==> src/rtl/i2c_master_byte_engine_top_assert.svh <==
// assertion macros shared by the i2c master byte engine rtl
// no dependencies; included inside module bodies
`ifndef I2C_MASTER_BYTE_ENGINE_TOP_ASSERT_SVH
`define I2C_MASTER_BYTE_ENGINE_TOP_ASSERT_SVH

// same-cycle implication
`define I2CM_ASSERT_NOW(label, clk, rst, ante, cons, msg) \
   label: assert property (@(posedge clk) disable iff (rst) (ante) |-> (cons)) \
      else $error(msg);

// next-cycle implication
`define I2CM_ASSERT_NEXT(label, clk, rst, ante, cons, msg) \
   label: assert property (@(posedge clk) disable iff (rst) (ante) |=> (cons)) \
      else $error(msg);

`endif

==> src/rtl/i2cm_pkg.sv <==
// package for the i2c master byte engine: command codes, phase timing, shared types
// no dependencies
`timescale 1ns / 1ps

package i2cm_pkg;

   // command codes
   localparam logic [1:0] OP_START = 2'd0;
   localparam logic [1:0] OP_STOP  = 2'd1;
   localparam logic [1:0] OP_WRITE = 2'd2;
   localparam logic [1:0] OP_READ  = 2'd3;

   // phase hold times in microseconds
   localparam logic [7:0] HOLD_BUS         = 8'd50;
   localparam logic [7:0] HOLD_WR_FIRST    = 8'd10;
   localparam logic [7:0] HOLD_BIT         = 8'd5;
   localparam logic [7:0] HOLD_BIT_SETTLE  = 8'd6;
   localparam logic [7:0] HOLD_WR_ACK      = 8'd40;
   localparam logic [7:0] HOLD_WR_END      = 8'd0;
   localparam logic [7:0] HOLD_RD_FIRST    = 8'd40;
   localparam logic [7:0] HOLD_RD_HIGH     = 8'd30;
   localparam logic [7:0] HOLD_RD_LOW      = 8'd60;
   localparam logic [7:0] HOLD_RD_ACK_LOW  = 8'd30;
   localparam logic [7:0] HOLD_RD_ACK_HIGH = 8'd50;
   localparam logic [7:0] HOLD_RD_END      = 8'd150;

   // phase positions within a command
   localparam int POS_W = 5;
   localparam logic [POS_W-1:0] POS_FIRST       = 5'd0;
   localparam logic [POS_W-1:0] POS_BUS_MID     = 5'd1;
   localparam logic [POS_W-1:0] POS_BUS_LAST    = 5'd2;
   localparam logic [POS_W-1:0] POS_WR_BODY_END = 5'd24;
   localparam logic [POS_W-1:0] POS_WR_ACK_SET  = 5'd25;
   localparam logic [POS_W-1:0] POS_WR_ACK_HIGH = 5'd26;
   localparam logic [POS_W-1:0] POS_WR_RELEASE  = 5'd27;
   localparam logic [POS_W-1:0] POS_WR_LAST     = 5'd28;
   localparam logic [POS_W-1:0] POS_RD_BODY_END = 5'd16;
   localparam logic [POS_W-1:0] POS_RD_ACK_SET  = 5'd17;
   localparam logic [POS_W-1:0] POS_RD_ACK_HIGH = 5'd18;
   localparam logic [POS_W-1:0] POS_RD_LAST     = 5'd19;

   // sub-phase codes inside one data bit
   localparam logic [1:0] SUB_SETUP = 2'd0;
   localparam logic [1:0] SUB_HIGH  = 2'd1;
   localparam logic [1:0] SUB_LOW   = 2'd2;

   localparam logic [2:0] BIT_LSB = 3'd7;

   // sequencer position plus the command being run
   typedef struct packed {
      logic [1:0]       op;
      logic [POS_W-1:0] pos;
      logic [2:0]       bit_idx;
      logic [1:0]       sub;
      logic [7:0]       wb;
      logic             nack;
      logic [7:0]       sb;
      logic             sack;
      logic             data_line;
   } ctrl_type;

   // one pin phase plus sequencer hints
   typedef struct packed {
      logic       scl;
      logic       en;
      logic       latch;
      logic [7:0] hold;
      logic [7:0] rd;
      logic       ack;
      logic       last;
      logic       body_step;
      logic       bit_done;
   } phase_type;

endpackage

==> src/rtl/i2cm_phase_gen.sv <==
// pin phase decoder: maps command and sequencer position to one pin phase
// depends on i2cm_pkg
`timescale 1ns / 1ps

module i2cm_phase_gen (
   input  i2cm_pkg::ctrl_type  ctrl,
   output i2cm_pkg::phase_type ph
);
   import i2cm_pkg::*;

   logic wr_bit;

   // msb first: bit index 0 selects bit 7
   assign wr_bit = ctrl.wb[~ctrl.bit_idx];

   always_comb begin
      ph       = '0;
      ph.en    = 1'b1;
      ph.latch = ctrl.data_line;
      case (ctrl.op)
         OP_START: begin
            ph.hold = HOLD_BUS;
            case (ctrl.pos)
               POS_FIRST: begin
                  ph.scl   = 1'b1;
                  ph.latch = 1'b1;
               end
               POS_BUS_MID: begin
                  ph.scl   = 1'b1;
                  ph.latch = 1'b0;
               end
               default: begin
                  ph.scl   = 1'b0;
                  ph.latch = 1'b0;
                  ph.last  = 1'b1;
               end
            endcase
         end
         OP_STOP: begin
            ph.hold = HOLD_BUS;
            case (ctrl.pos)
               POS_FIRST: begin
                  ph.scl   = 1'b0;
                  ph.latch = 1'b0;
               end
               POS_BUS_MID: begin
                  ph.scl   = 1'b1;
                  ph.latch = 1'b0;
               end
               default: begin
                  ph.scl   = 1'b1;
                  ph.latch = 1'b1;
                  ph.last  = 1'b1;
               end
            endcase
         end
         OP_WRITE: begin
            if (ctrl.pos == POS_FIRST) begin
               ph.hold = HOLD_WR_FIRST;
            end else if (ctrl.pos <= POS_WR_BODY_END) begin
               ph.scl       = (ctrl.sub == SUB_HIGH);
               ph.latch     = wr_bit;
               ph.body_step = 1'b1;
               ph.bit_done  = (ctrl.sub == SUB_LOW);
               // final low phase of the byte carries the extra settle time
               ph.hold = (ctrl.sub == SUB_LOW && ctrl.bit_idx == BIT_LSB) ?
                         HOLD_BIT_SETTLE : HOLD_BIT;
            end else begin
               case (ctrl.pos)
                  POS_WR_ACK_SET: begin
                     ph.latch = 1'b1;
                     ph.hold  = HOLD_WR_ACK;
                  end
                  POS_WR_ACK_HIGH: begin
                     ph.scl   = 1'b1;
                     ph.latch = 1'b1;
                     ph.hold  = HOLD_WR_ACK;
                  end
                  POS_WR_RELEASE: begin
                     ph.scl   = 1'b1;
                     ph.en    = 1'b0;
                     ph.latch = 1'b1;
                     ph.hold  = HOLD_WR_ACK;
                  end
                  default: begin
                     ph.en    = 1'b0;
                     ph.latch = 1'b1;
                     ph.hold  = HOLD_WR_END;
                     ph.ack   = ~ctrl.sack;
                     ph.last  = 1'b1;
                  end
               endcase
            end
         end
         OP_READ: begin
            if (ctrl.pos == POS_FIRST) begin
               ph.hold = HOLD_RD_FIRST;
            end else if (ctrl.pos <= POS_RD_BODY_END) begin
               ph.en        = 1'b0;
               ph.latch     = 1'b1;
               ph.body_step = 1'b1;
               ph.scl       = (ctrl.sub == SUB_SETUP);
               ph.hold      = (ctrl.sub == SUB_SETUP) ? HOLD_RD_HIGH : HOLD_RD_LOW;
               ph.bit_done  = (ctrl.sub != SUB_SETUP);
            end else begin
               ph.latch = ctrl.nack;
               case (ctrl.pos)
                  POS_RD_ACK_SET: begin
                     ph.hold = HOLD_RD_ACK_LOW;
                  end
                  POS_RD_ACK_HIGH: begin
                     ph.scl  = 1'b1;
                     ph.hold = HOLD_RD_ACK_HIGH;
                  end
                  default: begin
                     ph.hold = HOLD_RD_END;
                     ph.rd   = ctrl.sb;
                     ph.last = 1'b1;
                  end
               endcase
            end
         end
         default: begin
            ph.hold = HOLD_BUS;
         end
      endcase
   end

endmodule

==> src/rtl/i2c_master_byte_engine_top.sv <==
// top level of the i2c master byte engine: command register, phase sequencer, result register
// depends on i2cm_pkg, i2cm_phase_gen and i2c_master_byte_engine_top_assert.svh
`timescale 1ns / 1ps
//
//   channel   | dir | handshake             | contents
//   ----------+-----+-----------------------+------------------------------------------
//   req_      | in  | req_valid / req_ready | one bus command per transaction
//   rsp_      | out | rsp_valid / rsp_ready | one pin phase per transaction
//
// phases: one leaves per clock unless rsp_ready stalls; start and stop end at POS_BUS_LAST,
//   write byte at POS_WR_LAST, read byte at POS_RD_LAST; the sequencer steps one position per clock
// the next command is taken in the same cycle as the last phase of the current one
// reset: synchronous, active high; sda latch returns to idle high, engine empties
// stalls: rsp_ready low with a phase held freezes the sequencer and holds the result register

module i2c_master_byte_engine_top (
   input  logic       clock,
   input  logic       reset,
   // command channel
   input  logic       req_valid,
   output logic       req_ready,
   input  logic [1:0] req_operation,
   input  logic [7:0] req_write_byte,
   input  logic       req_send_nack,
   input  logic [7:0] req_slave_bits,
   input  logic       req_slave_ack_level,
   // phase channel
   output logic       rsp_valid,
   input  logic       rsp_ready,
   output logic       rsp_scl_level,
   output logic       rsp_sda_enable,
   output logic       rsp_sda_value,
   output logic [7:0] rsp_hold_us,
   output logic [7:0] rsp_read_data,
   output logic       rsp_ack_received,
   output logic       rsp_last
);
   import i2cm_pkg::*;

   `include "i2c_master_byte_engine_top_assert.svh"

   // command register
   logic [1:0]       op_ff,   op_in;
   logic [7:0]       wb_ff,   wb_in;
   logic             nack_ff, nack_in;
   logic [7:0]       sb_ff,   sb_in;
   logic             sack_ff, sack_in;

   // sequencer state
   logic             busy_ff,  busy_in;
   logic [POS_W-1:0] pos_ff,   pos_in;
   logic [2:0]       bit_ff,   bit_in;
   logic [1:0]       sub_ff,   sub_in;
   logic             latch_ff, latch_in;   // sda output latch, kept across commands

   // result register
   logic             rsp_valid_ff, rsp_valid_in;
   logic             scl_ff, en_ff, sda_ff, ack_ff, last_ff;
   logic [7:0]       hold_ff, rd_ff;

   ctrl_type         ctrl;
   phase_type        ph;
   logic             emit;
   logic             accept;

   assign ctrl.op        = op_ff;
   assign ctrl.pos       = pos_ff;
   assign ctrl.bit_idx   = bit_ff;
   assign ctrl.sub       = sub_ff;
   assign ctrl.wb        = wb_ff;
   assign ctrl.nack      = nack_ff;
   assign ctrl.sb        = sb_ff;
   assign ctrl.sack      = sack_ff;
   assign ctrl.data_line = latch_ff;

   i2cm_phase_gen u_phase_gen (
      .ctrl (ctrl),
      .ph   (ph)
   );

   // a phase moves into the result register when it is empty or being drained
   assign emit      = busy_ff && (!rsp_valid_ff || rsp_ready);
   // idle, or finishing the last phase of the current command this cycle
   assign req_ready = !busy_ff || (emit && ph.last);
   assign accept    = req_valid && req_ready;

   always_comb begin
      op_in    = op_ff;
      wb_in    = wb_ff;
      nack_in  = nack_ff;
      sb_in    = sb_ff;
      sack_in  = sack_ff;
      busy_in  = busy_ff;
      pos_in   = pos_ff;
      bit_in   = bit_ff;
      sub_in   = sub_ff;
      latch_in = latch_ff;

      if (emit) begin
         latch_in = ph.latch;
         pos_in   = pos_ff + 1'b1;
         if (ph.body_step) begin
            if (ph.bit_done) begin
               sub_in = SUB_SETUP;
               bit_in = bit_ff + 1'b1;
            end else begin
               sub_in = sub_ff + 1'b1;
            end
         end
         if (ph.last) begin
            busy_in = 1'b0;
         end
      end

      if (accept) begin
         op_in   = req_operation;
         wb_in   = req_write_byte;
         nack_in = req_send_nack;
         sb_in   = req_slave_bits;
         sack_in = req_slave_ack_level;
         busy_in = 1'b1;
         pos_in  = POS_FIRST;
         bit_in  = '0;
         sub_in  = SUB_SETUP;
      end
   end

   assign rsp_valid_in = emit || (rsp_valid_ff && !rsp_ready);

   always_ff @(posedge clock) begin
      if (reset) begin
         busy_ff      <= 1'b0;
         pos_ff       <= POS_FIRST;
         bit_ff       <= '0;
         sub_ff       <= SUB_SETUP;
         latch_ff     <= 1'b1;
         rsp_valid_ff <= 1'b0;
      end else begin
         busy_ff      <= busy_in;
         pos_ff       <= pos_in;
         bit_ff       <= bit_in;
         sub_ff       <= sub_in;
         latch_ff     <= latch_in;
         rsp_valid_ff <= rsp_valid_in;
      end
   end

   // payload registers, no reset needed
   always_ff @(posedge clock) begin
      op_ff   <= op_in;
      wb_ff   <= wb_in;
      nack_ff <= nack_in;
      sb_ff   <= sb_in;
      sack_ff <= sack_in;
      if (emit) begin
         scl_ff  <= ph.scl;
         en_ff   <= ph.en;
         sda_ff  <= ph.en & ph.latch;   // released line reads as low
         hold_ff <= ph.hold;
         rd_ff   <= ph.rd;
         ack_ff  <= ph.ack;
         last_ff <= ph.last;
      end
   end

   assign rsp_valid        = rsp_valid_ff;
   assign rsp_scl_level    = scl_ff;
   assign rsp_sda_enable   = en_ff;
   assign rsp_sda_value    = sda_ff;
   assign rsp_hold_us      = hold_ff;
   assign rsp_read_data    = rd_ff;
   assign rsp_ack_received = ack_ff;
   assign rsp_last         = last_ff;

   // checks

   // a released sda line never shows a driven high level
   `I2CM_ASSERT_NOW(a_released_low, clock, reset, rsp_valid_ff && !en_ff, !sda_ff, "sda high while released")

   // the sequencer never runs past the longest command
   `I2CM_ASSERT_NOW(a_pos_range, clock, reset, busy_ff, pos_ff <= POS_WR_LAST, "phase position out of range")

   // a new command always starts from its first phase
   `I2CM_ASSERT_NEXT(a_start_pos, clock, reset, accept, busy_ff && pos_ff == POS_FIRST, "command did not restart sequencer")

   // the final phase lands at the fixed length of each command
   `I2CM_ASSERT_NOW(a_last_pos, clock, reset, emit && ph.last, (op_ff == OP_START && pos_ff == POS_BUS_LAST) || (op_ff == OP_STOP && pos_ff == POS_BUS_LAST) || (op_ff == OP_WRITE && pos_ff == POS_WR_LAST) || (op_ff == OP_READ && pos_ff == POS_RD_LAST), "command length mismatch")

endmodule

==> config.mk <==
export PLATFORM = sky130hd
export DESIGN_NAME = i2c_master_byte_engine_top
export DESIGN_NICKNAME = d
export VERILOG_FILES = /design/src/rtl/i2cm_pkg.sv /design/src/rtl/i2cm_phase_gen.sv /design/src/rtl/i2c_master_byte_engine_top.sv
export VERILOG_INCLUDE_DIRS = /design/src /design/src/rtl
export SDC_FILE = /design/constraint.sdc
export NUM_CORES = 1
export LEC_CHECK = 0
export BUFFER_PORTS_ARGS = -buffer_cell sky130_fd_sc_hd__buf_2
export CORE_UTILIZATION = 48
export CTS_CLUSTER_DIAMETER = 50
export DETAILED_ROUTE_END_ITERATION = 8
export PLACE_DENSITY = 0.71
export SLEW_MARGIN = 20
export SYNTH_ARGS = -nofsm -noshare
export SYNTH_HDL_FRONTEND = slang
export SYNTH_SLANG_ARGS = --single-unit
==> constraint.sdc <==
create_clock -name clock -period 4.6 [get_ports clock]
set_clock_uncertainty 0.15 [all_clocks]
set_input_delay 0.46 -clock clock [delete_from_list [all_inputs] [get_ports clock]]
set_output_delay 0.46 -clock clock [all_outputs]
set_load 0.1 [all_outputs]
==> impl_metrics.tcl, run 1 <==
set metrics [dict create \
    drc_errors 0 \
    cellLeakagePower_nw 1.11 \
    yosysWarningCount 0 \
    cp-end-kind "output pin" \
    mostFrequentLayoutCell "buf_2" \
    crit_end "req_ready" \
    path_cells "inv_1, ha_1, nand2_1, inv_1, ha_1, nand2b_1, or2_2, nor3b_2, o21ai_2, nand2_1, buf_2" \
    drtIter0Drc 105 \
    routed_wl_mm 4.22 \
    power_frac_comb_pct 17.9 \
    layout_common_cells "buf_2 (45), edfxtp_1 (40), nor2_1 (19)" \
    cts_tree "yes" \
    grt_pass1_wl_mm 6.97 \
    intPower_mw 0.750 \
    synth.avg_cell_area_sq_um 11.9 \
    slowest_stage "nor3b_2" \
    cts_root_buf "clkbuf_8" \
    nNetsFinal 290 \
    ys_async_sr_fraction_pct 0 \
    cts_buffers 5 \
    rsz0062_at_grt "false" \
    power.density_nw_per_um2 366 \
    relSlewSlack_pct 59.5 \
    setup-tns-final_ns 0 \
    vias_per_cell 5.18 \
    clkPwrFrac_pct 29.2 \
    wl_per_cell_um 13.1 \
    port_buffers 45 \
    status "completed" \
    cp_data_required_time_ns 3.99 \
    syn_to_final_growth_pct 15.6 \
    swShare_pct 28.9 \
    final_max_slew_viol_count 0 \
    p_sw_mw 0.305 \
    total_power_mw 1.06 \
    cts-resized-gates 0 \
    max_freq_ghz 0.255 \
    crit_type "flop to output pin" \
    die_w_um 74.1 \
    finalSetupViolCount 0 \
    die_area_sq_um 5490 \
    ff2ff_setup_slack_ns 1.22 \
    grt_max_degree 21 \
    rows 25 \
    timing.rr.start "pos_ff[0]$_SDFFE_PP0P_" \
    cpPeakStageDelay_ns 0.50 \
    setup_slack_ns 0.679 \
    synth_cells 209 \
    r2r_cells 11 \
    drive_gt1_share_pct 27.0 \
    synth.distinct_cells 53 \
    clock_path_buffers 2 \
    finalWorstPathRequiredPeriod_ns 3.92 \
    post_cts_buffers 0 \
    syn-num-nets 244 \
    gr-total-overflow 0 \
    synth-edff-count 40 \
    antenna_cells 0 \
    die_h_um 74.1 \
    gp_congestion 0.891 \
    first_pass_iters 4 \
    hold_class "input pin to flop" \
    grt_pass1_vias 1584 \
    grtUsageTotal_pct 17.0 \
    ctsHoldBuffers 0 \
    cp-startpoint "pos_ff[0]$_SDFFE_PP0P_" \
    critPathMaxFanout 13 \
    antenna_found_initial 0 \
    yosysSeqAreaShare_pct 58.6 \
    crit_buf_inv 3 \
    start_util_pct 51.5 \
    start_kind "flop" \
    hpwl_mm 3.16 \
    ir_worst_vdd_uv 250 \
    cts_sinks 53 \
    ant_nets 0 \
    pwr-share-seq_pct 52.9 \
    worst_slew_pin_slew_ns 0.592 \
    core-area_sq_um 4850 \
    pin_count 47 \
    htree_levels 2 \
    clock_latency_ns 0.30 \
    hold_viol_final 0 \
    cp_top_family "simple AND/OR/NAND/NOR gates" \
    worstPathArrival_ns 3.31 \
    pre_cts_ws_ns 0.971 \
    vias 1673 \
    synth_seq_cells 53 \
    ys.flop_type "edfxtp_1" \
    drv_cap 0 \
    cts.clk_slew.worst_paths_ns 0.09 \
    synth_area_sq_um 2490 \
    cp.depth 11 \
    min_period_over_period_pct 85.2 \
    r2r-end "op_ff[1]$_DFFE_PP_" \
]
-- power groups by stage --
stage | clock network (mW) | logic, mW | registers, mW
2_1_floorplan | 0 | 0.0740 | 0.649
3_3_place_gp | 0 | 0.189 | 0.568
3_5_place_dp | 0 | 0.190 | 0.569
4_1_cts | 0.317 | 0.190 | 0.558
5_1_grt | 0.335 | 0.202 | 0.562
6_report | 0.308 | 0.189 | 0.558
-- cell families (layout without fill, tap and decap cells) --
family,count (synthesis),after routing,synth area share (%)
flops,53,53,58.6
buf+inv,21,68,3.96
compound gates,44,44,11.8
simple gates,70,70,15.5
mux,5,5,3.06
xor+xnor,4,4,1.40
other cells,1,1,0.150
fa+ha+maj,11,11,5.52
-- per-layer routing --
metal | global-route usage, % | share of wire [%] | up-vias
met5 | 0 | 0 | -
met2 | 29.6 | 50 | 50
met3 | 4.34 | 5.3 | 6
met4 | 5.77 | 1.1 | 0
met1 | 20.5 | 43 | 771
li1 | - | - | 846
-- layout make-up --
cell class / instances / area [sq um]
repair buffers: 47 / 240
flip-flops and latches: 53 / 1460
clock buffers: 6 / 72.6
fillers: 407 / 1960
clock inverters: 2 / 38.8
well taps: 67 / 83.8
inverters: 13 / 48.8
multi-input cells: 135 / 938
-- worst register-to-register path, delay by kind of cell (launching register included) --
| kind | cells | cell delay [ns] |
|---|---|---|
| flops | 1 | 0.43 |
| fa+ha+maj | 2 | 0.56 |
| simple gates | 4 | 1.22 |
| buf+inv | 3 | 0.41 |
| compound gates | 2 | 0.30 |
-- flip-flops by register name, summed over array words and instances, names as in the netlist --
name and cells:
bit_ff 3, sb_ff 8, pos_ff 5, rsp_valid 1
op_ff 2, latch_ff 1, rsp_ack_received 1, rsp_last 1
busy_ff 1, sub_ff 2, rsp_sda_value 1, wb_ff 8
rsp_scl_level 1, rsp_sda_enable 1, rsp_hold_us 7, sack_ff 1
rsp_read_data 8, nack_ff 1
-- Yosys cell counts (4+ instances only) --
library cell	count	share of area (%)
edfxtp_1	40	48
nand2_1	12	1.8
a21oi_1	14	2.8
o21ai_0	8	1.6
nand3_1	4	0.80
and2_1	9	2.3
inv_1	12	1.8
nand2b_1	4	1.0
nor2_1	19	2.9
ha_1	11	5.5
dfxtp_1	13	10
-- per-stage QoR --
step	instance area, sq um	std cells	util [%]	hold WS (ns)
global route	2880	323	59.5	0.160
finish	2880	323	59.5	0.177
CTS	2880	323	59.5	0.168
global placement	2770	315	57.2	0.316
floorplan	2490	209	-	0.296
detailed placement	2770	315	57.2	0.322
-- worst min-delay path by stage --
stage	start	end	slack, ns	cells past startpoint
floorplan	sub_ff[1]$_SDFFE_PP0P_	sub_ff[1]$_SDFFE_PP0P_	0.30	2
finish	req_send_nack	nack_ff$_DFFE_PP_	0.18	1
CTS	req_send_nack	nack_ff$_DFFE_PP_	0.17	1
global placement	sub_ff[1]$_SDFFE_PP0P_	sub_ff[1]$_SDFFE_PP0P_	0.32	2
global route	req_send_nack	nack_ff$_DFFE_PP_	0.16	1
detailed placement	sub_ff[0]$_SDFFE_PP0P_	sub_ff[0]$_SDFFE_PP0P_	0.32	2
(Power assumes the default switching activity.)
==> run 2, diff against run 1 <==
--- a/config.mk
+++ b/config.mk
@@ -6,12 +6,12 @@
 export SDC_FILE = /design/constraint.sdc
 export NUM_CORES = 1
 export LEC_CHECK = 0
-export BUFFER_PORTS_ARGS = -buffer_cell sky130_fd_sc_hd__buf_2
 export CORE_UTILIZATION = 48
 export CTS_CLUSTER_DIAMETER = 50
 export DETAILED_ROUTE_END_ITERATION = 8
-export PLACE_DENSITY = 0.71
+export DONT_BUFFER_PORTS = 1
 export SLEW_MARGIN = 20
 export SYNTH_ARGS = -nofsm -noshare
 export SYNTH_HDL_FRONTEND = slang
+export SYNTH_HIERARCHICAL = 1
 export SYNTH_SLANG_ARGS = --single-unit
==> run 2 against run 1 <==
Against the previous run:
- hold slack lost 0.14 ns
- via count rose by 0.48%
- first-iteration DRC count increased to 2.6 times the previous value
==> impl_metrics.tcl, run 2 <==
set metrics [dict create \
    cp.depth 6 \
    pin_count 47 \
    netlist.area_leader.share_pct 49.2 \
    synthTopCellsByArea "edfxtp_1 (49%), dfxtp_1 (10%), and2_1 (2.8%)" \
    place_area_sq_um 2530 \
    start_util_pct 51.3 \
    max_freq_ghz 0.323 \
    power.density_nw_per_um2 374 \
    post_cts_buffers 0 \
    vias 1681 \
    path_cells "inv_1, nor3_1, a41oi_1, o21ai_0, a21o_1, buf_4" \
    cp-end-kind "output pin" \
    synth_cells 205 \
    cp_top_family "flip-flops" \
    synth_area_sq_um 2500 \
    synth_most_common_cell "edfxtp_1" \
    yosysSeqAreaShare_pct 59.6 \
    timing.rr.start "pos_ff[3]$_SDFFE_PP0N_" \
    cts-resized-gates 0 \
    core-area_sq_um 4880 \
    synth-edff-count 41 \
    die_w_um 74.2 \
    grt_pass1_vias 1617 \
    crit_end "req_ready" \
    wl_per_cell_um 18.0 \
    gp_congestion 0.900 \
    hpwl_mm 3.20 \
    hold_viol_final 0 \
    grt_pass1_wl_mm 7.85 \
    fin_area_sq_um 2630 \
    drtIter0Drc 271 \
    nNetsFinal 225 \
    cp_data_required_time_ns 3.99 \
    gr-total-overflow 0 \
    antenna_cells 0 \
    synth_seq_cells 54 \
    post-route-util_pct 54.0 \
    status "completed" \
    synthTopCellsByCount "edfxtp_1 (41), dfxtp_1 (13), nand2_1 (12)" \
    rsz0062_at_grt "false" \
    setup-tns-final_ns 0 \
    finalSetupViolCount 0 \
    final-seq-area_sq_um 1490 \
    fillCellCount 448 \
    final_max_slew_viol_count 0 \
    routed_wl_mm 4.80 \
    mostFrequentLayoutCell "edfxtp_1" \
    multi_input_area_sq_um 927 \
    layout_common_cells "edfxtp_1 (41), dfxtp_1 (13), nand2_1 (12)" \
    setup_slack_ns 1.50 \
    ant_nets 0 \
    drive_gt1_share_pct 11.0 \
    cellLeakagePower_nw 0.846 \
    antenna_found_initial 0 \
    syn-num-nets 231 \
    yosysWarningCount 6 \
    clock_path_buffers 2 \
    cts_root_buf "clkbuf_8" \
    cts_tree "yes" \
    clock_latency_ns 0.32 \
    die_area_sq_um 5500 \
    hold_class "input pin to flop" \
    r2r-end "bit_ff[0]$_SDFFE_PP0P_" \
    grt_max_degree 23 \
    syn_to_final_growth_pct 5.30 \
    cpPeakStageDelay_ns 0.82 \
    worst_slew_pin_slew_ns 1.00 \
    cp-startpoint "pos_ff[4]$_SDFFE_PP0N_" \
    rows 25 \
    r2r_cells 7 \
    slowest_stage "dfxtp_1" \
    drv_cap 0 \
    cts_sinks 54 \
    critPathMaxFanout 22 \
    pre_cts_ws_ns 1.55 \
    port_buffers 0 \
    grtUsageTotal_pct 19.8 \
    synth.avg_cell_area_sq_um 12.2 \
    total_power_mw 0.985 \
    ff2ff_setup_slack_ns 1.51 \
    ir_worst_vdd_uv 234 \
    finalWorstPathRequiredPeriod_ns 3.10 \
    vias_per_cell 6.30 \
    cts.clk_slew.worst_paths_ns 0.11 \
    drc_errors 0 \
    htree_levels 2 \
    crit_type "flop to output pin" \
    start_kind "flop" \
    worstPathArrival_ns 2.49 \
    relSlewSlack_pct 33.1 \
    ctsHoldBuffers 0 \
    crit_buf_inv 2 \
    min_period_over_period_pct 67.4 \
    synth_area_leader_cell "edfxtp_1" \
    die_h_um 74.2 \
    cts_buffers 5 \
    ys_async_sr_fraction_pct 0 \
    synth.distinct_cells 54 \
    ys.flop_type "edfxtp_1" \
    first_pass_iters 4 \
]
-- run 2: cell type report --
class | instances | area share, %
Sequential cell | 54 | 56.6
Multi-Input combinational cell | 131 | 35.2
Tap cell | 67 | 3.18
Clock buffer | 5 | 2.61
Clock inverter | 3 | 1.09
Inverter | 5 | 0.713
Timing Repair Buffer | 2 | 0.570
-- run 2: worst reg2reg max path: cells and delay by family, from the launching register on --
family                 cells  cell delay [ns]
AND/OR/NAND/NOR            4             1.76
AO/OA/AOI/OAI              2             0.50
flip-flops                 1             0.48
buffers and inverters      1             0.12
-- run 2: kinds of logic (layout without fill, tap and decap cells) --
group / count (synthesis) / after routing / synth area share (%)
compound gates: 58 / 58 / 17.3
xor+xnor: 1 / 1 / 0.350
fa+ha+maj: 3 / 3 / 1.40
buf+inv: 20 / 15 / 3.60
flops: 54 / 54 / 59.6
mux: 3 / 3 / 2.20
other cells: 1 / 1 / 0.150
simple gates: 65 / 65 / 15.4
-- run 2: routing by layer --
metal / vias to the layer above / wire length [um] / GRT usage [%]
met2: 77 / 2260 / 30.9
li1: 780 / - / -
met5: - / 0 / 0
met3: 10 / 406 / 6.64
met4: 0 / 95 / 8.55
met1: 814 / 2040 / 25.3
-- run 2: worst min path at each step --
stage	start	endpoint	slack, ns	cells past startpoint
finish	reset	pos_ff[4]$_SDFFE_PP0N_	0.04	1
global route	reset	pos_ff[3]$_SDFFE_PP0N_	0.03	1
CTS	reset	pos_ff[4]$_SDFFE_PP0N_	0.03	1
detailed placement	sb_ff[7]$_DFFE_PP_	rsp_read_data[7]$_DFFE_PN_	0.35	1
global placement	bit_ff[2]$_SDFFE_PP0P_	bit_ff[2]$_SDFFE_PP0P_	0.35	2
floorplan	pos_ff[4]$_SDFFE_PP0N_	pos_ff[4]$_SDFFE_PP0N_	0.33	2
-- run 2: metrics by stage --
stage               std cells  hold slack, ns
CTS                       267          0.0290
global route              267          0.0298
global placement          259           0.346
detailed placement        259           0.351
floorplan                 205           0.333
finish                    267          0.0404
-- run 2: power breakdown --
group | internal, mW | leakage (nW) | total, mW | switching [mW]
combinational | 0.0179 | 0.299 | 0.0558 | 0.0379
clock | 0.114 | 0.0506 | 0.287 | 0.173
sequential | 0.552 | 0.496 | 0.642 | 0.0902
==> run 3, diff against run 2 <==
--- a/config.mk
+++ b/config.mk
@@ -6,10 +6,12 @@
 export SDC_FILE = /design/constraint.sdc
 export NUM_CORES = 1
 export LEC_CHECK = 0
+export ABC_AREA = 1
 export CORE_UTILIZATION = 48
 export CTS_CLUSTER_DIAMETER = 50
 export DETAILED_ROUTE_END_ITERATION = 8
 export DONT_BUFFER_PORTS = 1
+export PLACE_DENSITY = 0.65
 export SLEW_MARGIN = 20
 export SYNTH_ARGS = -nofsm -noshare
 export SYNTH_HDL_FRONTEND = slang
==> constraint.sdc (replaced) <==
create_clock -name clock -period 2.8 [get_ports clock]
set_clock_uncertainty 0.15 [all_clocks]
set_input_delay 0.28 -clock clock [delete_from_list [all_inputs] [get_ports clock]]
set_output_delay 0.28 -clock clock [all_outputs]
set_load 0.1 [all_outputs]
==> run 3 against run 2 <==
Against the previous run:
- critical endpoint is now wb_ff[3]$_DFFE_PP_
- design area is 11% higher
- highest routed layer unchanged
- largest cell class unchanged
- first-iteration DRC count down 64%
- synthesized cell count is 26% higher
==> impl_metrics.tcl, run 3 <==
set metrics [dict create \
    status "completed" \
    setup_slack_ns 0.255 \
    ys_async_sr_fraction_pct 0 \
    hold_slack_ns 0.0104 \
    max_freq_ghz 0.393 \
    hold_class "input pin to flop" \
    yosysWarningCount 6 \
    min_period_over_period_pct 90.9 \
    setup-tns-final_ns 0 \
    drv_cap 0 \
    cts-resized-gates 0 \
    drc_errors 0 \
    rows 26 \
    nNetsFinal 314 \
    final-seq-area_sq_um 1490 \
    worst_slew_pin_slew_ns 0.910 \
    ant_nets 0 \
    pre_cts_ws_ns 0.292 \
    antenna_cells 0 \
    first_pass_iters 4 \
    antenna_found_initial 0 \
    cts_root_buf "clkbuf_8" \
    synth_most_common_cell "nand2_1" \
    critPathMaxFanout 20 \
    stdcell_count 359 \
    wl_per_cell_um 12.2 \
    multi_input_area_sq_um 858 \
    die_w_um 74.5 \
    placedCellCount 330 \
    synth_seq_cells 54 \
    synth_area_sq_um 2520 \
    ir_worst_vdd_uv 394 \
    cellLeakagePower_nw 1.13 \
    routed_wl_mm 4.39 \
    hold_viol_final 0 \
    synth.distinct_cells 28 \
    worstPathArrival_ns 2.33 \
    clock_latency_ns 0.30 \
    vias_per_cell 4.84 \
    rsz0062_at_grt "false" \
    synth_area_leader_cell "edfxtp_1" \
    grt_pass1_wl_mm 7.11 \
    cp_data_required_time_ns 2.58 \
    synth_cells 259 \
    syn-num-nets 285 \
    clock_path_buffers 2 \
    ys.flop_type "edfxtp_1" \
    synth-edff-count 41 \
    grt_max_degree 31 \
    final_max_slew_viol_count 0 \
    die_area_sq_um 5540 \
    htree_levels 2 \
    core-area_sq_um 5070 \
    vias 1739 \
    cts_buffers 5 \
    start_util_pct 49.7 \
    die_h_um 74.5 \
    crit_type "flop to flop" \
    start_kind "flop" \
    synthTopCellsByCount "nand2_1 (68), edfxtp_1 (41), inv_1 (38)" \
    pin_count 47 \
    gp_congestion 0.878 \
    netlist.area_leader.share_pct 48.9 \
    layout_common_cells "nand2_1 (68), edfxtp_1 (41), inv_1 (38)" \
    grtUsageTotal_pct 17.2 \
    hpwl_mm 3.01 \
    drtIter0Drc 98 \
    synthTopCellsByArea "edfxtp_1 (49%), dfxtp_1 (10%), nand2_1 (10%)" \
    grt_pass1_vias 1536 \
    cp-end-kind "flop" \
    port_buffers 0 \
    gr-total-overflow 0 \
    drive_gt1_share_pct 14.5 \
    power.density_nw_per_um2 558 \
    syn_to_final_growth_pct 15.7 \
    relSlewSlack_pct 39.5 \
    cts_sinks 54 \
    fillCellCount 471 \
    mostFrequentLayoutCell "nand2_1" \
    finalWorstPathRequiredPeriod_ns 2.55 \
    synth.avg_cell_area_sq_um 9.73 \
    yosysSeqAreaShare_pct 59.2 \
    cts_tree "yes" \
    cts.clk_slew.worst_paths_ns 0.09 \
    finalSetupViolCount 0 \
]
==> run 3: path summary, 6_finish.rpt <==
check	depth (start not counted)	from	slack [ns]	endpoint
hold / removal	2	req_valid	0.01	busy_ff$_SDFFE_PP0P_
setup reg to reg	10	pos_ff[2]$_SDFFE_PP0N_	0.25	wb_ff[3]$_DFFE_PP_
hold reg to reg	2	latch_ff$_SDFFE_PP1N_	0.33	latch_ff$_SDFFE_PP1N_
setup / recovery	10	pos_ff[2]$_SDFFE_PP0N_	0.25	wb_ff[3]$_DFFE_PP_
==> run 3: cell families after synthesis <==
| kind of cell | count (synthesis) | share of synthesized area, % |
|---|---|---|
| AOI/OAI and AO/OA | 25 | 7.20 |
| and+or+nand+nor | 133 | 25.4 |
| adders and majority gates | 2 | 0.993 |
| DFF | 54 | 59.2 |
| other | 1 | 0.149 |
| buffers and inverters | 43 | 6.75 |
| xor gates and xnor gates | 1 | 0.348 |
==> run 3: cell type report <==
cell class,count,share of cell area [%]
Inverter,42,5.58
Tap cell,70,3.00
Sequential cell,54,51.2
Clock buffer,5,2.36
Multi-Input combinational cell,162,29.4
Clock inverter,3,0.730
Timing Repair Buffer,23,7.73
==> run 3: repair_timing <==
action / in CTS / in global routing
buffers inserted: 0 / 0
hold buffers: 21 / 0
endpoints found under the hold margin: 22 / 0
==> run 3: report_power, final <==
group,switching (mW),internal [mW],leakage (nW)
clock,0.245,0.176,0.0441
sequential,0.152,0.912,0.490
combinational,0.0932,0.0477,0.598
==> run 3: worst max-delay path, stage by stage (launching register included) <==
cell and delay, ns:
dfxtp_1 0.51, inv_1 0.13, nand2_1 0.10, nand2_2 0.10, nor2_1 0.15, nand2_1 0.09
nand3_1 0.15, nand2_1 0.08, nand2_2 0.09, nand2_4 0.07, inv_1 0.56
==> run 3: metal layers <==
layer / GRT usage (%) / vias to the layer above / routed length, um
met5: 0 / - / 0
met4: 5.03 / 0 / 31
met3: 4.07 / 4 / 152
met2: 29.2 / 42 / 2200
met1: 21.9 / 790 / 2010
li1: - / 903 / -
==> run 3: stage by stage <==
step | utilization [%] | cell area, sq um | power (mW)
3_5_place_dp | 51.5 | 2620 | 1.20
6_report | 57.4 | 2920 | 1.63
4_1_cts | 57.4 | 2920 | 1.64
3_3_place_gp | 51.5 | 2620 | 1.20
5_1_grt | 57.4 | 2920 | 1.69
2_1_floorplan | - | 2520 | 1.17
